## src/rtl/core/nested_block_profiler_core_assert.svh

```systemverilog
// ----------------------------------------------------------------------------
// Assertion macros for the nested block profiler
// Immediate-cycle and next-cycle implication checks on clk, off in reset.
// ----------------------------------------------------------------------------
`ifndef NESTED_BLOCK_PROFILER_CORE_ASSERT_SVH
`define NESTED_BLOCK_PROFILER_CORE_ASSERT_SVH

// check cons in the same cycle as ante
`define NBP_ASSERT_NOW(lbl, ante, cons, msg) \
  lbl: assert property (@(posedge clk) disable iff (!rst_n) (ante) |-> (cons)) \
    else $error(msg);

// check cons in the cycle after ante
`define NBP_ASSERT_NEXT(lbl, ante, cons, msg) \
  lbl: assert property (@(posedge clk) disable iff (!rst_n) (ante) |=> (cons)) \
    else $error(msg);

`endif

```

## src/rtl/core/nbp_pkg.sv

```systemverilog
// ----------------------------------------------------------------------------
// nbp_pkg
// Shared types and codes of the nested block profiler.
// ----------------------------------------------------------------------------
`default_nettype none

package nbp_pkg;

  localparam int UNIT_COUNT = 4096;
  localparam int UNIT_W     = 12;

  localparam logic [1:0] KIND_ENTER = 2'd0;
  localparam logic [1:0] KIND_EXIT  = 2'd1;
  localparam logic [1:0] KIND_READ  = 2'd2;

  localparam logic [1:0] ST_OK         = 2'd0;
  localparam logic [1:0] ST_STACK_FULL = 2'd1;
  localparam logic [1:0] ST_STACK_EMPT = 2'd2;
  localparam logic [1:0] ST_ROOT_ENTER = 2'd3;

  typedef struct packed {
    logic [1:0]        kind;
    logic [UNIT_W-1:0] unit_id;
    logic [63:0]       timestamp;
  } in_req_t;

  typedef struct packed {
    logic [1:0]        status;
    logic [UNIT_W-1:0] result_unit;
    logic [31:0]       hit_count;
    logic [63:0]       inclusive_time;
    logic [63:0]       exclusive_time;
  } out_rsp_t;

  typedef struct packed {
    logic [31:0] hits;
    logic [63:0] incl;
    logic [63:0] excl;
  } tbl_entry_t;

  typedef struct packed {
    logic [UNIT_W-1:0] unit;
    logic [63:0]       start;
    logic [63:0]       saved;
  } frame_t;

  typedef enum logic [3:0] {
    S_CLEAR,
    S_IDLE,
    S_DECODE,
    S_TWAIT,
    S_XTOP,
    S_XPAR,
    S_XUPDPOP,
    S_XRDPAR,
    S_XUPDPAR,
    S_REPORT
  } state_t;

  typedef enum logic [1:0] {
    SEL_REQ,
    SEL_ZERO,
    SEL_POP,
    SEL_PAR
  } addr_sel_t;

  typedef struct packed {
    logic       clr_en;
    logic       load_req;
    logic       set_status;
    logic [1:0] status;
    logic       tbl_rd;
    addr_sel_t  tbl_sel;
    logic       cap_rep;
    logic       push;
    logic       stk_rd_top;
    logic       stk_rd_par;
    logic       cap_top;
    logic       cap_par;
    logic       wr_pop;
    logic       wr_par;
    logic       load_out;
  } cmd_t;

  typedef struct packed {
    logic [1:0] kind;
    logic       unit_zero;
    logic       stack_full;
    logic       stack_empty;
    logic       clear_last;
    logic       out_free;
  } sts_t;

endpackage

`default_nettype wire

```

## src/rtl/core/nbp_ctrl.sv

```systemverilog
// ----------------------------------------------------------------------------
// nbp_ctrl
// Sequencer of the profiler: table clear, request decode, enter/read and
// exit read-modify-write steps, result hand-off.
// ----------------------------------------------------------------------------
`default_nettype none

module nbp_ctrl (
  input  wire logic          clk,
  input  wire logic          rst_n,
  input  wire logic          in_valid,
  output logic               in_stall,
  input  wire nbp_pkg::sts_t sts,
  output nbp_pkg::cmd_t      cmd
);
  import nbp_pkg::*;

  state_t state_r;
  state_t state_nxt;

  always_ff @(posedge clk) begin
    if (!rst_n) begin
      state_r <= S_CLEAR;
    end else begin
      state_r <= state_nxt;
    end
  end

  always_comb begin
    state_nxt = state_r;
    case (state_r)
      S_CLEAR:   if (sts.clear_last) state_nxt = S_IDLE;
      S_IDLE:    if (in_valid) state_nxt = S_DECODE;
      S_DECODE: begin
        if (sts.kind == KIND_EXIT && !sts.stack_empty) state_nxt = S_XTOP;
        else state_nxt = S_TWAIT;
      end
      S_TWAIT:   state_nxt = S_REPORT;
      S_XTOP:    state_nxt = S_XPAR;
      S_XPAR:    state_nxt = S_XUPDPOP;
      S_XUPDPOP: state_nxt = S_XRDPAR;
      S_XRDPAR:  state_nxt = S_XUPDPAR;
      S_XUPDPAR: state_nxt = S_REPORT;
      S_REPORT:  if (sts.out_free) state_nxt = S_IDLE;
      default:   state_nxt = S_CLEAR;
    endcase
  end

  assign in_stall = (state_r != S_IDLE);

  always_comb begin
    cmd = '0;
    cmd.tbl_sel = SEL_REQ;
    case (state_r)
      S_CLEAR: cmd.clr_en = 1'b1;
      S_IDLE:  cmd.load_req = in_valid;
      S_DECODE: begin
        cmd.set_status = 1'b1;
        cmd.status     = ST_OK;
        cmd.tbl_rd     = 1'b1;
        if (sts.kind == KIND_ENTER) begin
          if (sts.unit_zero) begin
            cmd.status  = ST_ROOT_ENTER;
            cmd.tbl_sel = SEL_ZERO;
          end else if (sts.stack_full) begin
            cmd.status  = ST_STACK_FULL;
          end
        end else if (sts.kind == KIND_EXIT) begin
          if (sts.stack_empty) begin
            cmd.status  = ST_STACK_EMPT;
            cmd.tbl_sel = SEL_ZERO;
          end else begin
            cmd.tbl_rd     = 1'b0;
            cmd.stk_rd_top = 1'b1;
          end
        end
      end
      S_TWAIT: begin
        cmd.cap_rep = 1'b1;
        cmd.push    = (sts.kind == KIND_ENTER) && !sts.unit_zero && !sts.stack_full;
      end
      S_XTOP: begin
        cmd.cap_top    = 1'b1;
        cmd.stk_rd_par = 1'b1;
      end
      S_XPAR: begin
        cmd.cap_par = 1'b1;
        cmd.tbl_rd  = 1'b1;
        cmd.tbl_sel = SEL_POP;
      end
      S_XUPDPOP: cmd.wr_pop = 1'b1;
      S_XRDPAR: begin
        cmd.tbl_rd  = 1'b1;
        cmd.tbl_sel = SEL_PAR;
      end
      S_XUPDPAR: cmd.wr_par = 1'b1;
      S_REPORT:  cmd.load_out = sts.out_free;
      default:   cmd = '0;
    endcase
  end

endmodule

`default_nettype wire

```

## config.mk

```make
export PLATFORM = sky130hd
export DESIGN_NAME = nbp_ctrl
export DESIGN_NICKNAME = d
export VERILOG_FILES = /design/src/rtl/core/nested_block_profiler_core_assert.svh /design/src/rtl/core/nbp_pkg.sv /design/src/rtl/core/nbp_ctrl.sv
export SDC_FILE = /design/constraint.sdc
export NUM_CORES = 1
export LEC_CHECK = 0
export ABC_AREA = 1
export BUFFER_PORTS_ARGS = -buffer_cell sky130_fd_sc_hd__buf_4
export CORE_AREA = 2 2 39 41
export CTS_CLUSTER_DIAMETER = 50
export CTS_CLUSTER_SIZE = 28
export DETAILED_ROUTE_END_ITERATION = 8
export DIE_AREA = 0 0 41 43
export PLACE_DENSITY = 0.62
export SLEW_MARGIN = 5
export SYNTH_ARGS = -nofsm -noshare
export SYNTH_HDL_FRONTEND = slang
export SYNTH_SLANG_ARGS = --single-unit
```

## constraint.sdc

```tcl
create_clock -name clk -period 1.1 [get_ports clk]
set_input_delay 0.22 -clock clk [delete_from_list [all_inputs] [get_ports clk]]
set_output_delay 0.22 -clock clk [all_outputs]
set_load 0.02 [all_outputs]
```

======== Yosys cells after proc, flatten, opt, wreduce, memory -nomap -nowiden ========
Cells that the tools add are included.
storage, ports and cells
  register bits after elaboration ......... 4
  bits of input ports ..................... 10
  output and inout bits ................... 18
  word-level logic and storage cells ...... 54
cells by class
  eq/ne operators ......................... 14
  muxes and demuxes ....................... 29
  reduce and logical (&&, ||, !) cells .... 10
operator list
  operator              number
  $pmux W4 S9           1
  $eq A4 B3 Y1 const B  4
  $mux W1               15
  $mux W2               6
  $mux W4               3
  $pmux W3 S3           1
  $eq A4 B2 Y1 const B  2
  $eq A4 B4 Y1 const B  2
  $mux W3               2
  $ne A2 B2 Y1 const B  3
  $mux W5               1
  $eq A4 B1 Y1 const B  1
  $logic_not A4 Y1      1
  $ne A4 B1 Y1 const B  1
  $logic_and A1 B1 Y1   3
  $logic_not A1 Y1      3
  $reduce_and A3 Y1     1
  $eq A2 B1 Y1 const B  1
  $logic_not A2 Y1      1
  $reduce_or A2 Y1      1

======== Logic depth before layout (Yosys ltp) ========
Gate-level depths: netlist (run 1).
  word-level depth ........................ 4
  depth in mapped cells ................... 8
  depth with buffers taken out ............ 8

======== Worst setup path before layout (run 1) ========
OpenSTA, ideal clock, no wires.
  path type ............................... register -> output
  start ................................... register state_r[0]
  end ..................................... output port cmd[7] (netlist bit)
  arrival time ............................ 1.322 ns
  data required time ...................... 0.880 ns
  slack ................................... -0.442 ns
  stages on the path, launching flop included .. 7
  path buffers ............................ 0
  cell sequence ........................... dfxtp_1 nand2_1 inv_1 nand2_1 inv_1 nand2_1 nor3_1
RTL lines
  what                    RTL line        RTL
  start, declared         nbp_ctrl.sv:18  state_t state_r;
  start signal, assigned  nbp_ctrl.sv:25  state_r <= state_nxt;
  end, declared           nbp_ctrl.sv:14  output nbp_pkg::cmd_t cmd

==> results_dict.tcl, run 1 <==
set metrics [dict create \
    pin_count 28 \
    post-route-period-util_pct 131 \
    drcViolationCount 0 \
    syn_inst 80 \
    worstPathRequired_ns 0.88 \
    root_buffer "clkbuf_4" \
    largest_reg_flops 4 \
    fin_tns_setup_ns -5.38 \
    final_nets 145 \
    firstDrtPassIters 4 \
    wl_per_cell_um 11.0 \
    dp.final_hpwl_mm 1.17 \
    wl_mm 1.64 \
    grt_pass1_wl_mm 2.38 \
    grt_pass1_vias 586 \
    hp-class "input port to flop" \
    htreeDepth 1 \
    arrival_ns 1.23 \
    fin_total_pwr_mw 1.84 \
    die_w_um 41 \
    io_buffer_count 27 \
    slowest_stage "dfxtp_4" \
    final_common_cell "buf_4" \
    gp_congestion 0.866 \
    power_frac_clock_pct 9.8 \
    p_sw_share_pct 47.2 \
    diodes 0 \
    p_leak_nw 0.564 \
    die_h_um 43 \
    cts_inserted_buffers 3 \
    critPathMaxFanout 5 \
    skew_ns 0.00365 \
    ant_nets 0 \
    worst_setup_path_start_kind "flop" \
    top_register "state_r" \
    violations "negative setup slack" \
    p_switching_mw 0.870 \
    tightest_slew_ns 0.315 \
    final_cell_mix "29 x buf_4, 22 x buf_6, 13 x nand2_1, 11 x nor2_4, 9 x inv_1" \
    maxCapViolations 0 \
    start_util_pct 29.4 \
    grt_overflow 0 \
    worstSkewPairLatency_ns 0.23 \
    synth_cell_types 15 \
    reg_top3 "state_r x4" \
    cts_tree "built" \
    core-area_um2 1380 \
    synth_area_um2 407 \
    min_period_ns 1.45 \
    rsz0062_at_grt "yes" \
    max_freq_mhz 692 \
    worst_slack_ns -0.345 \
    status "finished with violations" \
    clock_sinks 4 \
    p_comb_share_pct 75.4 \
    vias 665 \
    seq_power_share_pct 14.7 \
    p_int_mw 0.974 \
    area_growth_pct 169 \
    cp_top_family "flip-flops" \
    pre_cts_ws_ns -0.150 \
    ys_ff_latch 4 \
    worstSetupEndpointType "output port" \
    path_common_cell "buf_6" \
    drive_above_1_share_pct 74.4 \
    critPathMaxStageDelay_ns 0.35 \
    drt-initial-drc-count 7 \
    critical_path_class "flop to output port" \
    antenna_found_initial 0 \
    yosysSeqAreaShare_pct 19.7 \
    slew_headroom_pct 78.7 \
    place_inst 136 \
    grt_use_total_pct 20.1 \
    synth_nets 90 \
    ir_worst_vdd_uv 1670 \
    finalMaxSlewViolations 0 \
    rows 14 \
    cts.clk_slew.worst_paths_ns 0.04 \
    power_per_cell_area_nw_per_um2 1690 \
    cts-hold-fix-buffers 0 \
    grt_max_degree 6 \
    die-area_um2 1760 \
    cp.buffers_inverters 3 \
    clockBufferDepth 2 \
    whs_ns 0.245 \
    synth.avg_cell_area_um2 5.08 \
    routed_via_density 4.46 \
    hold_viol 0 \
    cp_cell_sequence "buf_6 > nor2_4 > inv_4 > o22ai_2 > buf_6" \
    finalNonFillerCells 149 \
    final-setup-viol-count 20 \
    yosysWarnings 0 \
]
cells in the mapped netlist:
master   instances  share of area [%]
a21oi_1          3                3.7
a21oi_2          1                2.2
buf_4            1                1.8
dfxtp_1          4                 20
inv_1           16                 15
inv_2            2                1.8
nand2_1         18                 17
nand2_2          1                1.5
nand3_1          3                3.7
nor2_1          21                 19
nor2_2           3                4.6
nor3_1           2                2.5
nor3_2           1                2.5
o21ai_0          3                3.7
o22ai_1          1                1.5
worst min-delay path: cells and delay by family:
family,cells,cell delay [ns]
buf+inv,2,0.13
simple gates,1,0.08
power by group through the flow:
stage,registers [mW],logic [mW],clock network [mW]
floorplan,0.259,0.614,0
global placement,0.260,1.01,0
detailed placement,0.263,1.02,0
CTS,0.274,1.26,0.190
global route,0.280,1.48,0.206
finish,0.271,1.39,0.182
worst paths after layout:
check / startpoint / end / slack (ns) / cells past startpoint
max reg2reg: state_r[1]$_SDFFE_PN0P_ / state_r[0]$_SDFFE_PN0P_ / -0.24 / 11
max: state_r[3]$_SDFFE_PN0P_ / cmd[9] / -0.35 / 5
min reg2reg: state_r[2]$_SDFFE_PN0P_ / state_r[3]$_SDFFE_PN0P_ / 0.69 / 4
min: rst_n / state_r[2]$_SDFFE_PN0P_ / 0.24 / 3
kinds of logic (layout without fill, tap and decap cells):
kind of cell | after synthesis | after routing | share of synthesized area [%]
compound gates | 8 | 8 | 11.1
buf+inv | 19 | 72 | 18.5
flops | 4 | 4 | 19.7
simple gates | 49 | 49 | 50.8
layer usage:
layer | track usage, % | part of all wire, %
met1 | 23.2 | 39
met2 | 33.4 | 58
met3 | 4.71 | 2.3
met4 | 8.00 | 0
met5 | 0 | 0
timing repair:
action                     in CTS  in global routing
setup endpoints to repair      20                 22
hold endpoints to repair        0                  0
pin swaps                      10                  9
setup buffers                   6                  6
resized for setup              31                 14
through the flow:
| stage | area [um^2] | utilization [%] |
|---|---|---|
| 6_report | 1090 | 78.9 |
| 5_1_grt | 1090 | 78.9 |
| 4_1_cts | 1010 | 73.1 |
| 3_5_place_dp | 832 | 60.1 |
| 3_3_place_gp | 832 | 60.1 |
| 2_1_floorplan | 515 | - |
area by class of cell:
| class | count | area [um^2] |
|---|---|---|
| repair buffers | 51 | 465 |
| multi-input cells | 57 | 414 |
| fillers | 91 | 292 |
| flip-flops and latches | 4 | 95.1 |
| inverters | 18 | 75.1 |
| clock buffers | 3 | 22.5 |
| well taps | 16 | 20.0 |
No activity file was read; power rests on OpenSTA's default activity.
==> run 2, diff against run 1 <==
--- a/config.mk
+++ b/config.mk
@@ -5,14 +5,13 @@
 export SDC_FILE = /design/constraint.sdc
 export NUM_CORES = 1
 export LEC_CHECK = 0
-export ABC_AREA = 1
-export BUFFER_PORTS_ARGS = -buffer_cell sky130_fd_sc_hd__buf_4
 export CORE_AREA = 2 2 39 41
 export CTS_CLUSTER_DIAMETER = 50
 export CTS_CLUSTER_SIZE = 28
 export DETAILED_ROUTE_END_ITERATION = 8
 export DIE_AREA = 0 0 41 43
-export PLACE_DENSITY = 0.62
+export DONT_BUFFER_PORTS = 1
+export PLACE_DENSITY = 0.45
 export SLEW_MARGIN = 5
 export SYNTH_ARGS = -nofsm -noshare
 export SYNTH_HDL_FRONTEND = slang
==> run 2 against run 1 <==
Net effect: the run still ends with negative setup slack left; fmax down 9.7%; cell area down 14%; global-route usage about the same; sequential power down 24%; sequential share of layout area up 0.88 points; largest cell class is now multi-input combinational cells; sequential cell count unchanged; critical path depth down 2; count of clock-buffer cells in the layout unchanged; clock power up 2%; synthesized cell count down 25%; via count down 16%.
==> results_dict.tcl, run 2 <==
set metrics [dict create \
    synth-async-reset-ratio_pct 0 \
    grt_pass1_vias 586 \
    nFillCells 125 \
    clock_sinks 4 \
    pre_cts_ws_ns -0.302 \
    grt_max_degree 9 \
    slew_headroom_pct 75.6 \
    diodes 0 \
    wl_per_cell_um 14.5 \
    grt_use_total_pct 20.1 \
    core-area_um2 1380 \
    max_freq_mhz 625 \
    cts.clk_slew.worst_paths_ns 0.04 \
    critical_path_class "flop to output port" \
    synth_nets 70 \
    reg2reg_from "state_r[0]$_SDFFE_PN0P_" \
    maxCapViolations 0 \
    min_path_cells 1 \
    die_w_um 41 \
    hp-class "input port to flop" \
    pin_count 28 \
    cts_inserted_buffers 3 \
    synth_commonest_cells "12 x nor2_1, 4 x dfxtp_1, 4 x nand2_1, 4 x nand2b_1" \
    htreeDepth 1 \
    p_leak_nw 0.377 \
    wl_mm 1.55 \
    rsz0062_at_grt "yes" \
    worstPathRequired_ns 0.88 \
    grt_pass1_wl_mm 2.44 \
    worst_setup_path_start_kind "flop" \
    r2r_slack_ns -0.29 \
    rows 14 \
    hold_path_end "state_r[2]$_SDFFE_PN0P_" \
    critPathMaxStageDelay_ns 0.38 \
    die_h_um 43 \
    skew_ns 0.00252 \
    critPathMaxFanout 4 \
    dp.final_hpwl_mm 1.07 \
    die-area_um2 1760 \
    final-setup-viol-count 22 \
    synth.most_common_cell "nor2_1" \
    synth_edf_count 0 \
    whs_ns 0.0995 \
    root_buffer "clkbuf_4" \
    final_common_cell "buf_4" \
    seq_power_share_pct 15.1 \
    yosysWarnings 0 \
    finalMaxSlewViolations 0 \
    antenna_found_initial 0 \
    drt-initial-drc-count 0 \
    vias 556 \
    clockBufferDepth 2 \
    power_frac_clock_pct 13.5 \
    arrival_ns 1.38 \
    cts_tree "built" \
    largest_reg_flops 4 \
    ant_nets 0 \
    seqCellArea_um2 90.1 \
    syn_inst 60 \
    synth_area_um2 422 \
    met2RoutedLength_um 866 \
    finalNonFillerCells 107 \
    ys_ff_latch 4 \
    top_register "state_r" \
    cts-hold-fix-buffers 0 \
    violations "negative setup slack" \
    min_period_ns 1.60 \
    p_switching_mw 0.585 \
    synth_cell_types 30 \
    hold_viol 0 \
    cp_cell_sequence "nor4b_4 > nand2b_4 > nor3_4" \
    place_inst 95 \
    final_nets 103 \
    worst_slack_ns -0.501 \
    area_growth_pct 123 \
    p_sw_share_pct 42.6 \
    status "finished with violations" \
    reg2reg_to "state_r[1]$_SDFFE_PN0P_" \
    ir_worst_vdd_uv 997 \
    ys.flop_type "dfxtp_1" \
    slowest_stage "nor4b_4" \
    routed_via_density 5.20 \
    wl_met1_um 588 \
    reg2reg_depth 4 \
    start_util_pct 30.5 \
    gp_congestion 0.744 \
    yosysSeqAreaShare_pct 19.0 \
    synthTopCellsByArea "dfxtp_1 19%, nor2_1 11%, nand2b_1 5.9%" \
    final_cell_mix "17 x buf_4, 12 x buf_6, 7 x nor2_4, 4 x nor2_1" \
    min-delay-start "rst_n" \
    p_comb_share_pct 71.4 \
    synth_top_area_share_pct 19.0 \
    tightest_slew_ns 0.356 \
    power_per_cell_area_nw_per_um2 1460 \
    yosysTopAreaCell "dfxtp_1" \
    drive_above_1_share_pct 76.9 \
    worstSetupEndpointType "output port" \
    fin_tns_setup_ns -7.16 \
    multi_input_area_um2 484 \
    worstSkewPairLatency_ns 0.23 \
    firstDrtPassIters 1 \
    grt_overflow 0 \
    wl_met3_um 99 \
    reg_top3 "state_r x4" \
    routed.top_layer "met3" \
    drcViolationCount 0 \
    p_int_mw 0.789 \
    synth.avg_cell_area_um2 7.03 \
    post-route-period-util_pct 146 \
    io_buffer_count 0 \
]
-- run 2: cell types whose count changed after synthesis, moves of 2 or more --
cell	previous run	this run
nand2b_1	0	4
inv_2	2	0
o21a_1	0	2
nand3_1	3	1
nand2_1	18	4
and3_1	0	3
a21oi_1	3	1
inv_1	16	2
nor2_1	21	12
mux2i_1	0	2
buf_2	0	2
nor2_2	3	0
-- run 2: routing by layer --
layer	vias to the layer above	GRT usage (%)
met5	-	0
met4	0	4.00
met3	0	5.24
met2	20	33.1
met1	262	25.1
li1	274	-
-- run 2: power groups by stage --
stage	Combinational, mW	Sequential (mW)	Clock (mW)
2_1_floorplan	0.469	0.199	0
3_3_place_gp	0.665	0.206	0
3_5_place_dp	0.660	0.207	0
4_1_cts	0.870	0.205	0.190
5_1_grt	1.04	0.208	0.206
6_report	0.982	0.207	0.186
-- run 2: stage by stage --
stage	utilization (%)	area (um^2)	power [mW]
floorplan	-	527	0.669
finish	67.9	940	1.37
detailed placement	50.6	701	0.868
global route	67.9	940	1.46
CTS	63.7	882	1.26
global placement	50.6	701	0.870
-- run 2: cell families after synthesis --
kind of cell	count (synthesis)	share of synthesized area, %
simple gates	33	43.3
compound gates	14	23.4
buf+inv	6	6.83
flops	4	19.0
mux	3	7.42
-- run 2: worst max path at each step --
stage / startpoint / end / slack, ns / cells after the start
after floorplan: state_r[1]$_SDFFE_PN0P_ / cmd[12] / -0.41 / 4
after global placement: state_r[0]$_SDFFE_PN0P_ / cmd[12] / -0.26 / 3
after detailed placement: state_r[0]$_SDFFE_PN0P_ / state_r[1]$_SDFFE_PN0P_ / -0.30 / 4
after CTS: state_r[0]$_SDFFE_PN0P_ / cmd[12] / -0.52 / 3
after global routing: state_r[0]$_SDFFE_PN0P_ / cmd[12] / -0.61 / 3
final: state_r[0]$_SDFFE_PN0P_ / cmd[12] / -0.50 / 3
-- run 2: cell type report --
type                            instances  share of cell area, %
Tap cell                               16                   2.13
Sequential cell                         4                   9.59
Timing Repair Buffer                   32                   33.3
Multi-Input combinational cell         50                   51.5
Clock buffer                            3                   2.40
Inverter                                2                   1.07
-- run 2: what timing repair did --
action / in CTS / in global routing
pin swaps: 8 / 5
resized for setup: 32 / 12
setup buffers: 7 / 3
endpoints found under the setup margin: 22 / 22
-- run 2: worst max-delay path, delay by kind of cell (launching register included) --
kind / cells / cell delay, ns
and+or+nand+nor: 3 / 0.80
DFF: 1 / 0.34
==> run 3, diff against run 2 <==
--- a/config.mk
+++ b/config.mk
@@ -11,7 +11,7 @@
 export DETAILED_ROUTE_END_ITERATION = 8
 export DIE_AREA = 0 0 41 43
 export DONT_BUFFER_PORTS = 1
-export PLACE_DENSITY = 0.45
+export PLACE_DENSITY = 0.47
 export SLEW_MARGIN = 5
 export SYNTH_ARGS = -nofsm -noshare
 export SYNTH_HDL_FRONTEND = slang
==> constraint.sdc (replaced) <==
create_clock -name clk -period 1.3 [get_ports clk]
set_input_delay 0.26 -clock clk [delete_from_list [all_inputs] [get_ports clk]]
set_output_delay 0.26 -clock clk [all_outputs]
set_load 0.02 [all_outputs]
==> run 3 against run 2 <==
Net effect: the run still ends with negative setup slack left; combinational power down 5.8%; cell count up 0.93%; die area stayed put; via count grew 2.0%; sequential power fell by 15%; count of clock-buffer cells in the layout unchanged; global-route usage decreased by 1.1 points.
==> results_dict.tcl, run 3 (same netlist as run 2, synthesis figures left out) <==
set metrics [dict create \
    status "finished with violations" \
    violations "negative setup slack" \
    die-area_um2 1760 \
    slowest_stage "nor4b_4" \
    tightest_slew_ns 0.366 \
    reg2reg_from "state_r[0]$_SDFFE_PN0P_" \
    final-setup-viol-count 21 \
    grt_pass1_vias 495 \
    skew_ns 0.00212 \
    wl_mm 1.64 \
    grt_overflow 0 \
    drt-initial-drc-count 7 \
    pre_cts_ws_ns -0.134 \
    critPathMaxStageDelay_ns 0.38 \
    vias 567 \
    wl_met1_um 599 \
    p_leak_nw 0.401 \
    final_cell_mix "17 x buf_6, 13 x buf_4, 6 x nor2_4, 4 x nor2_1" \
    worst_slack_ns -0.348 \
    worst_setup_path_start_kind "flop" \
    drive_above_1_share_pct 79.3 \
    fin_total_pwr_mw 1.26 \
    wl_met3_um 89 \
    htreeDepth 1 \
    top_register "state_r" \
    cts.clk_slew.worst_paths_ns 0.04 \
    worstSetupEndpointType "output port" \
    hp-class "input port to flop" \
    diodes 0 \
    met2RoutedLength_um 902 \
    firstDrtPassIters 2 \
    start_util_pct 30.5 \
    ant_nets 0 \
    min_path_cells 2 \
    cts-hold-fix-buffers 0 \
    critical_path_class "flop to output port" \
    core-area_um2 1380 \
    ir_worst_vdd_uv 744 \
    post-route-period-util_pct 127 \
    die_w_um 41 \
    cts_tree "built" \
    grt_max_degree 13 \
    p_sw_share_pct 42.2 \
    dp.final_hpwl_um 969 \
    power_frac_clock_pct 12.7 \
    seq_power_share_pct 13.9 \
    hold_viol 0 \
    max_freq_mhz 607 \
    final_nets 104 \
    die_h_um 43 \
    min-delay-start "rst_n" \
    hold_path_end "state_r[3]$_SDFFE_PN0P_" \
    arrival_ns 1.39 \
    power_per_cell_area_nw_per_um2 1260 \
    cp_cell_sequence "nor4b_4 > nand2b_4 > nor3_4" \
    p_int_mw 0.728 \
    worstSkewPairLatency_ns 0.24 \
    slew_headroom_pct 74.9 \
    drcViolationCount 0 \
    p_comb_share_pct 73.4 \
    grt_use_total_pct 19.0 \
    reg2reg_depth 8 \
    largest_reg_flops 4 \
    routed.top_layer "met4" \
    io_buffer_count 0 \
    critPathMaxFanout 4 \
    reg_top3 "state_r x4" \
    reg2reg_to "state_r[1]$_SDFFE_PN0P_" \
    clockBufferDepth 2 \
    root_buffer "clkbuf_4" \
    pin_count 28 \
    min_period_ns 1.65 \
    grt_pass1_wl_mm 2.15 \
    antenna_found_initial 0 \
    p_switching_mw 0.531 \
    postLayoutCellArea_um2 998 \
    maxCapViolations 0 \
    cts_inserted_buffers 3 \
    place_area_um2 641 \
    wl_per_cell_um 15.2 \
    clock_sinks 4 \
    routed_via_density 5.25 \
    finalMaxSlewViolations 0 \
    r2r_slack_ns -0.23 \
    rsz0062_at_grt "yes" \
    area_growth_pct 137 \
    final_common_cell "buf_6" \
    gp_congestion 0.675 \
    rows 14 \
    worstPathRequired_ns 1.04 \
]
[run 3: changes by cell type in the layout (fill, tap and decap cells not counted), moves of 2 or more]
cell    change
buf_6       +5
buf_12      +2
buf_4       -4
buf_8       -2
[run 3: worst max-delay path by stage]
stage | startpoint | endpoint | slack (ns) | cells after the start
CTS | state_r[0]$_SDFFE_PN0P_ | cmd[12] | -0.36 | 3
finish | state_r[0]$_SDFFE_PN0P_ | cmd[12] | -0.35 | 3
global placement | state_r[0]$_SDFFE_PN0P_ | cmd[12] | -0.11 | 3
detailed placement | state_r[0]$_SDFFE_PN0P_ | cmd[12] | -0.13 | 3
global route | state_r[0]$_SDFFE_PN0P_ | cmd[12] | -0.44 | 3
floorplan | state_r[1]$_SDFFE_PN0P_ | cmd[12] | -0.25 | 4
[run 3: what timing repair did]
action,4_1_cts,5_1_grt
gates resized for setup,30,32
pin swaps,5,13
setup buffers,8,6
endpoints found under the setup margin,20,22
[run 3: layout make-up]
cell class                      instances  area, um^2
Multi-Input combinational cell         50         504
Clock buffer                            3        22.5
Sequential cell                         4        92.6
Tap cell                               16        20.0
Fill cell                             103         385
Timing Repair Buffer                   33         349
Inverter                                2        10.0
[run 3: through the flow]
stage          util, %  setup TNS [ns]  hold WS [ns]  instances
4_1_cts           59.0           -4.17         0.126        102
6_report          72.2           -4.91         0.125        108
3_3_place_gp      46.3          -0.512         0.381         91
3_5_place_dp      46.3          -0.674         0.385         91
5_1_grt           72.2           -5.87         0.137        108
2_1_floorplan        -           -1.49         0.378         60
[run 3: per-layer routing]
metal / vias up / global-route usage [%]
li1: 275 / -
met1: 260 / 22.7
met2: 27 / 29.7
met3: 5 / 1.57
met4: 0 / 14.0
met5: - / 0
[run 3: power by group through the flow]
stage | sequential, mW | combinational, mW | clock, mW
finish | 0.175 | 0.925 | 0.160
floorplan | 0.168 | 0.359 | 0
CTS | 0.174 | 0.690 | 0.165
detailed placement | 0.175 | 0.494 | 0
global route | 0.177 | 0.981 | 0.164
global placement | 0.173 | 0.498 | 0
[run 3: worst max-delay path, delay by kind of cell (launching register included)]
| kind | cells | cell delay, ns |
|---|---|---|
| AND/OR/NAND/NOR | 3 | 0.80 |
| flip-flops | 1 | 0.34 |
